### config.mk
export PLATFORM = sky130hd
export DESIGN_NAME = hes_ctrl
export DESIGN_NICKNAME = d
export VERILOG_FILES = /design/src/rtl/hes_pkg.sv /design/src/rtl/hes_ctrl.sv
export SDC_FILE = /design/constraint.sdc
export NUM_CORES = 1
export LEC_CHECK = 0
export BUFFER_PORTS_ARGS = -buffer_cell sky130_fd_sc_hd__buf_2
export CAP_MARGIN = 20
export CORE_UTILIZATION = 30
export CTS_CLUSTER_SIZE = 20
export DETAILED_ROUTE_END_ITERATION = 10
export PLACE_DENSITY = 0.57
export SETUP_SLACK_MARGIN = 0.5
export SLEW_MARGIN = 20
export SYNTH_ARGS = -nofsm -noshare
export SYNTH_HDL_FRONTEND = slang
export SYNTH_SLANG_ARGS = --single-unit
### constraint.sdc
create_clock -name i_clk -period 3.5 [get_ports i_clk]
set_clock_uncertainty 0.15 [all_clocks]
set_input_delay 0.35 -clock i_clk [delete_from_list [all_inputs] [get_ports i_clk]]
set_output_delay 0.35 -clock i_clk [all_outputs]
set_load 0.005 [all_outputs]
### src/rtl/hes_pkg.sv
// ----------------------------------------------------------------------------
// hes_pkg: shared types and constants
// Word layouts, opcodes, register indexes and controller/datapath structs.
// ----------------------------------------------------------------------------
package hes_pkg;

    localparam int BINS = 256;

    // opcodes
    localparam logic [1:0] OP_CLEAR = 2'd0;
    localparam logic [1:0] OP_COUNT = 2'd1;
    localparam logic [1:0] OP_BUILD = 2'd2;
    localparam logic [1:0] OP_MAP   = 2'd3;

    // configuration register indexes
    localparam logic [2:0] CFG_PIXEL_COUNT      = 3'd0;
    localparam logic [2:0] CFG_LOW_PERCENT      = 3'd1;
    localparam logic [2:0] CFG_HIGH_PERCENT     = 3'd2;
    localparam logic [2:0] CFG_TARGET_FIRST_BIN = 3'd3;
    localparam logic [2:0] CFG_TARGET_BIN_COUNT = 3'd4;

    // divider operand select
    localparam logic [1:0] DIV_EQ  = 2'd0;
    localparam logic [1:0] DIV_INV = 2'd1;
    localparam logic [1:0] DIV_STR = 2'd2;

    localparam logic [20:0] BIN_MAX   = 21'h1FFFFF;
    localparam logic [7:0]  TOP_VALUE = 8'd255;

    typedef struct packed {
        logic [1:0] opcode;
        logic [7:0] pixel;
    } t_in_word;

    typedef struct packed {
        logic [7:0] equalized_value;
        logic [7:0] specified_value;
        logic [7:0] stretched_value;
        logic [7:0] low_point;
        logic [7:0] high_point;
    } t_out_word;

    typedef struct packed {
        logic [2:0]  index;
        logic [20:0] value;
    } t_cfg_word;

    typedef struct packed {
        logic       latch_in;
        logic       hist_clr;
        logic       hist_rd_px;
        logic       hist_rd_bin;
        logic       hist_wr;
        logic       build_init;
        logic       acc_upd;
        logic       cum_upd;
        logic       div_start;
        logic [1:0] div_sel;
        logic       eq_wr;
        logic       inv_first;
        logic       inv_take;
        logic       fill_step;
        logic       bin_next;
        logic       spec_last;
        logic       map_rd;
        logic       map_sprd;
        logic       out_load;
    } t_cmd;

    typedef struct packed {
        logic div_busy;
        logic bin_zero;
        logic bin_last;
        logic fill_done;
    } t_sts;

endpackage

### src/rtl/hes_ctrl.sv
// ----------------------------------------------------------------------------
// hes_ctrl: sequencer
// Steps each opcode through the datapath and owns both handshakes.
// ----------------------------------------------------------------------------
module hes_ctrl
    import hes_pkg::*;
(
    input  logic       i_clk,
    input  logic       i_rst_n,
    input  logic       i_in_valid,
    input  logic [1:0] i_in_op,
    output logic       o_in_ready,
    output logic       o_out_valid,
    input  logic       i_out_ready,
    input  t_sts       i_sts,
    output t_cmd       o_cmd
);
    localparam logic [3:0] S_IDLE  = 4'd0;
    localparam logic [3:0] S_CLR   = 4'd1;
    localparam logic [3:0] S_CRD   = 4'd2;
    localparam logic [3:0] S_CWR   = 4'd3;
    localparam logic [3:0] S_BINIT = 4'd4;
    localparam logic [3:0] S_BRD   = 4'd5;
    localparam logic [3:0] S_BACC  = 4'd6;
    localparam logic [3:0] S_BMUL  = 4'd7;
    localparam logic [3:0] S_BDEQ  = 4'd8;
    localparam logic [3:0] S_BDINV = 4'd9;
    localparam logic [3:0] S_BFILL = 4'd10;
    localparam logic [3:0] S_BEND  = 4'd11;
    localparam logic [3:0] S_MRD   = 4'd12;
    localparam logic [3:0] S_MSP   = 4'd13;
    localparam logic [3:0] S_MOUT  = 4'd14;

    logic [3:0] r_state;
    logic [3:0] n_state;
    logic       r_ovalid;
    logic       w_out_free;

    assign o_in_ready = r_state == S_IDLE;
    assign w_out_free = !r_ovalid || i_out_ready;

    // next state and commands
    always_comb begin
        n_state = r_state;
        o_cmd   = '0;
        unique case (r_state)
            S_IDLE: begin
                if (i_in_valid) begin
                    o_cmd.latch_in = 1'b1;
                    unique case (i_in_op)
                        OP_CLEAR: n_state = S_CLR;
                        OP_COUNT: n_state = S_CRD;
                        OP_BUILD: n_state = S_BINIT;
                        OP_MAP:   n_state = S_MRD;
                        default:  n_state = S_IDLE;
                    endcase
                end
            end
            S_CLR: begin
                o_cmd.hist_clr = 1'b1;
                n_state = S_IDLE;
            end
            S_CRD: begin
                o_cmd.hist_rd_px = 1'b1;
                n_state = S_CWR;
            end
            S_CWR: begin
                o_cmd.hist_wr = 1'b1;
                n_state = S_IDLE;
            end
            S_BINIT: begin
                o_cmd.build_init = 1'b1;
                n_state = S_BRD;
            end
            S_BRD: begin
                o_cmd.hist_rd_bin = 1'b1;
                n_state = S_BACC;
            end
            S_BACC: begin
                o_cmd.acc_upd = 1'b1;
                n_state = S_BMUL;
            end
            S_BMUL: begin
                o_cmd.cum_upd   = 1'b1;
                o_cmd.div_start = 1'b1;
                o_cmd.div_sel   = DIV_EQ;
                n_state = S_BDEQ;
            end
            S_BDEQ: begin
                if (!i_sts.div_busy) begin
                    o_cmd.eq_wr     = 1'b1;
                    o_cmd.div_start = 1'b1;
                    o_cmd.div_sel   = DIV_INV;
                    n_state = S_BDINV;
                end
            end
            S_BDINV: begin
                if (!i_sts.div_busy) begin
                    if (i_sts.bin_zero) begin
                        o_cmd.inv_first = 1'b1;
                        n_state = S_BRD;
                    end else begin
                        o_cmd.inv_take = 1'b1;
                        n_state = S_BFILL;
                    end
                end
            end
            S_BFILL: begin
                o_cmd.fill_step = 1'b1;
                if (i_sts.fill_done) begin
                    o_cmd.bin_next = 1'b1;
                    n_state = i_sts.bin_last ? S_BEND : S_BRD;
                end
            end
            S_BEND: begin
                o_cmd.spec_last = 1'b1;
                n_state = S_IDLE;
            end
            S_MRD: begin
                o_cmd.map_rd    = 1'b1;
                o_cmd.div_start = 1'b1;
                o_cmd.div_sel   = DIV_STR;
                n_state = S_MSP;
            end
            S_MSP: begin
                o_cmd.map_sprd = 1'b1;
                n_state = S_MOUT;
            end
            S_MOUT: begin
                if (!i_sts.div_busy && w_out_free) begin
                    o_cmd.out_load = 1'b1;
                    n_state = S_IDLE;
                end
            end
            default: n_state = S_IDLE;
        endcase
    end

    // state and output valid
    always_ff @(posedge i_clk) begin
        if (!i_rst_n) begin
            r_state  <= S_IDLE;
            r_ovalid <= 1'b0;
        end else begin
            r_state <= n_state;
            if (o_cmd.out_load)   r_ovalid <= 1'b1;
            else if (i_out_ready) r_ovalid <= 1'b0;
        end
    end

    assign o_out_valid = r_ovalid;
endmodule

# Word-level counts from Yosys, hierarchy flattened
# Cells that the tools add are included.
[op_classes]
n_eq_ne = 22
mux = 34
reduce_logical = 8
[ops]
columns = ["operator", "count"]
rows = [
  ["one-hot mux 4 bit (12 select lines)", 1],
  ["two-way mux 4 bit", 8],
  ["== test 4 bit (second input constant)", 7],
  ["two-way mux 1 bit", 20],
  ["== test 4 x 3 -> 1 bit (second input constant)", 4],
  ["one-hot mux 4 bit (4 select lines)", 1],
  ["!= test 2 bit (second input constant)", 5],
  ["one-hot mux 3 bit (3 select lines)", 1],
  ["== test 4 x 2 -> 1 bit (second input constant)", 2],
  ["two-way mux 2 bit", 3],
  ["AND reduction 5 bit", 1],
  ["== test 2 bit (second input constant)", 2],
  ["== test 4 x 1 -> 1 bit (second input constant)", 1],
  ["zero test 4 bit", 1],
  ["== test 2 x 1 -> 1 bit (second input constant)", 1],
  ["zero test 1 bit", 2],
  ["zero test 2 bit", 1],
  ["nonzero test 2 bit", 1],
  ["logical AND 1 bit", 1],
  ["logical OR 1 bit", 1],
]
[word_totals]
reg_bits = 5
output_inout_bits = 22
elab_cells = 66

# Logic depth before layout (Yosys ltp)
[depth]
depth_word = 6
mapped_depth = 7
depth_no_buf = 5

# Worst setup path before layout
# Ideal clock, no wire load.
[synth_path]
path_type = "reg-to-output"
from = "register r_state[1]"
to = "output port o_cmd[19] (netlist name)"
arrival_time_ps = 1133
required_ps = 3000
path_slack_ps = 1867
stages_incl_launch_ff = 6
path_buffers = 2
path_cell_list = "dfxtp_1 buf_6 or2_1 buf_6 nor3_1 and2_1"
[synth_rtl]
columns = ["element", "line", "source"]
rows = [
  ["from (decl)", "hes_ctrl.sv:34", "logic [3:0] r_state;"],
  ["from (signal assigned)", "hes_ctrl.sv:145", "r_state <= n_state;"],
  ["to (decl)", "hes_ctrl.sv:16", "output t_cmd o_cmd"],
]

==> impl_metrics.ini <==
[timing]
fin_crit_ps = 2220
setup_viol = 0
hold_viol = 0
worst_pin_slew_ps = 651
tns_ps = 0
rsz0062_at_grt = false
clock.fmax_mhz = 450
drv_slew = 0
slew_headroom_pct = 56.6
timing.final.crit_share_pct = 63.4

[routing]
routed_wirelength_mm = 1.78
drcViolationCount = 0
viasPerCell = 5.49
vias = 780
drt_first_pass_iters = 4
wire_per_inst_um = 12.5
ant_nets = 0
dr.first_iter.drc_count = 30

[synthesis]
synthTopCellsByArea = dfxtp_1 (17%), a21oi_1 (8.7%), nor2_1 (7.8%), nor3_1 (6.1%), buf_4 (5.2%)
synthCells = 89
yosysUniqueCellTypes = 28
ys_warn_count = 0
syn-cell-area_um2 = 576
synthFlopType = dfxtp_1
synth_seq_area_share_pct = 17.4
synth_seq_cells = 5
synth_top_area_share_pct = 17.4
async_flop_share_pct = 0
synth_area_per_cell_um2 = 6.47
synth-edff-count = 0
synth_top_area_cell = dfxtp_1
synth_nets = 99

[hold_path]
min_from = i_rst_n
whs_path_depth = 3
holdPathEnd = r_state[1]$_SDFFE_PN0P_
min_path_type = in -> reg

[job]
drv_cap = 0

[power_and_ir_drop]
ir_drop_uv = 344
leakagePower_nw = 0.329
power.switching_mw = 0.331
p_clk_share_pct = 10.8
switching_share_pct = 53.9
internal-power_mw = 0.283
comb_power_share_pct = 64.5
p_per_area_mw_per_mm2 = 840
power_frac_seq_pct = 24.7

[clock_network]
cts_sinks = 5
cts_buffers = 3
clk-insertion-delay-late_ps = 240
postCtsSetupBuffers = 0
cts_max_path_buffers = 2
cts-root-buf = clkbuf_4
cts_resized = 0
htree_num_levels = 1
path_clk_slew_ps = 40
cts_tree = done
ctsHoldBuffers = 0

[floorplan]
core_mm2 = 0.00176
start_util_pct = 32.6
num_rows = 15
fp.dieArea_mm2 = 0.00210
ios = 32
chipWidth_um = 45.8
die_h_um = 45.8

[worst_setup_path]
r2r_setup_slack_ps = 1670
crit_path_max_fanout = 20
critPathCaptureType = output port
cp-start-kind = flop
worst_ep_arrival_time_ps = 1720
reg2reg_to = r_state[2]$_SDFFE_PN0P_
worstPathRequired_ps = 3000
crit_type = reg -> out
r2r_cells = 5
r2r-start = r_state[2]$_SDFFE_PN0P_

[global_routing]
grt_pass1_vias = 538
grt_pass1_wl_mm = 2.59
grt-ovfl-total = 0
grt_use_total_pct = 17.4
antenna_found_initial = 0
grt_max_degree = 21

[place]
gp_congestion = 0.898
io_buffers = 31
dpl.hpwl_mm = 1.33

[layout]
seq_area_um2 = 100
diodes = 0
multi_input_area_um2 = 395
fin_nets = 128
final_core_util_pct = 41.4
drive_gt1_share_pct = 33.3
synthToLayoutAreaGrowth_pct = 27.0
nFillCells = 214

[status]
status = finished, final reports clean
registers in the layout, indices dropped and copies added (netlist names):
signal and cells:
r_state 4, o_out_valid 1
per-stage QoR:
stage	worst slack [ps]	power [mW]	hold slack, ps	std cells	instance area (µm²)
2_1_floorplan	1870	0.470	327	89	576
5_1_grt	1090	0.676	247	142	731
4_1_cts	1290	0.611	223	142	731
6_report	1280	0.614	236	142	731
3_5_place_dp	1540	0.540	482	138	704
3_3_place_gp	1590	0.544	478	138	704
worst max-delay path, cell delays in order (launching register included):
cell and delay (ps):
dfxtp_1 730, nand2_2 240, nor4_1 340, buf_2 180
layout by cell type (no fill, tap or decap), types with 2 or more instances in the layout:
| master | count |
|---|---|
| buf_2 | 31 |
| nor2_1 | 12 |
| a21oi_1 | 10 |
| nand2_1 | 8 |
| nor3_1 | 7 |
| inv_1 | 6 |
| dfxtp_1 | 5 |
| o21ai_0 | 4 |
| o22ai_1 | 4 |
| nor2b_1 | 3 |
| nand3_1 | 3 |
| o21ai_2 | 3 |
| clkbuf_4 | 3 |
| nor4_1 | 2 |
| o32ai_1 | 2 |
| a31oi_1 | 2 |
layout make-up:
type | count | area share [%]
multi-input combinational | 71 | 54.1
timing repair buffer | 31 | 21.2
sequential | 5 | 13.7
tap | 25 | 4.28
clock buffer | 4 | 3.60
inverter | 6 | 3.08
per-layer routing:
layer | GRT usage [%] | share of wire (%)
met5 | 0 | 0
met4 | 10.0 | 1.9
met3 | 3.57 | 9.5
met2 | 24.3 | 41
met1 | 24.2 | 47
kinds of logic (layout without fill, tap and decap cells):
group	Yosys count	in the layout	share of synthesized area (%)
compound gates	29	29	33.3
buf+inv	13	41	13.9
flops	5	5	17.4
simple gates	42	42	35.4
synth_stat cells (all sizes together) (3+ instances only):
cell,instances
nor2,12
o21ai,7
o22ai,4
inv,6
buf,7
nor3,7
dfxtp,5
nand3,3
a21oi,10
nor2b,3
nand2,9
worst max path at each step:
stage                                        from         to  slack, ps  depth (start not counted)
final                     r_state[3]$_SDFFE_PN0P_   o_cmd[0]       1280                          3
after global routing      r_state[3]$_SDFFE_PN0P_   o_cmd[0]       1090                          3
after CTS                 r_state[3]$_SDFFE_PN0P_   o_cmd[0]       1290                          3
after detailed placement  r_state[3]$_SDFFE_PN0P_   o_cmd[0]       1540                          3
after global placement    r_state[3]$_SDFFE_PN0P_   o_cmd[0]       1590                          3
after floorplan           r_state[1]$_SDFFE_PN0P_  o_cmd[19]       1870                          5
power groups by stage:
stage	Combinational (mW)	Clock, mW	Sequential, mW
after floorplan	0.381	0	0.0890
after global placement	0.394	0	0.150
after detailed placement	0.389	0	0.151
after CTS	0.391	0.0699	0.150
after global routing	0.441	0.0748	0.160
final	0.396	0.0662	0.152
Power figures use the tool's default switching activity.
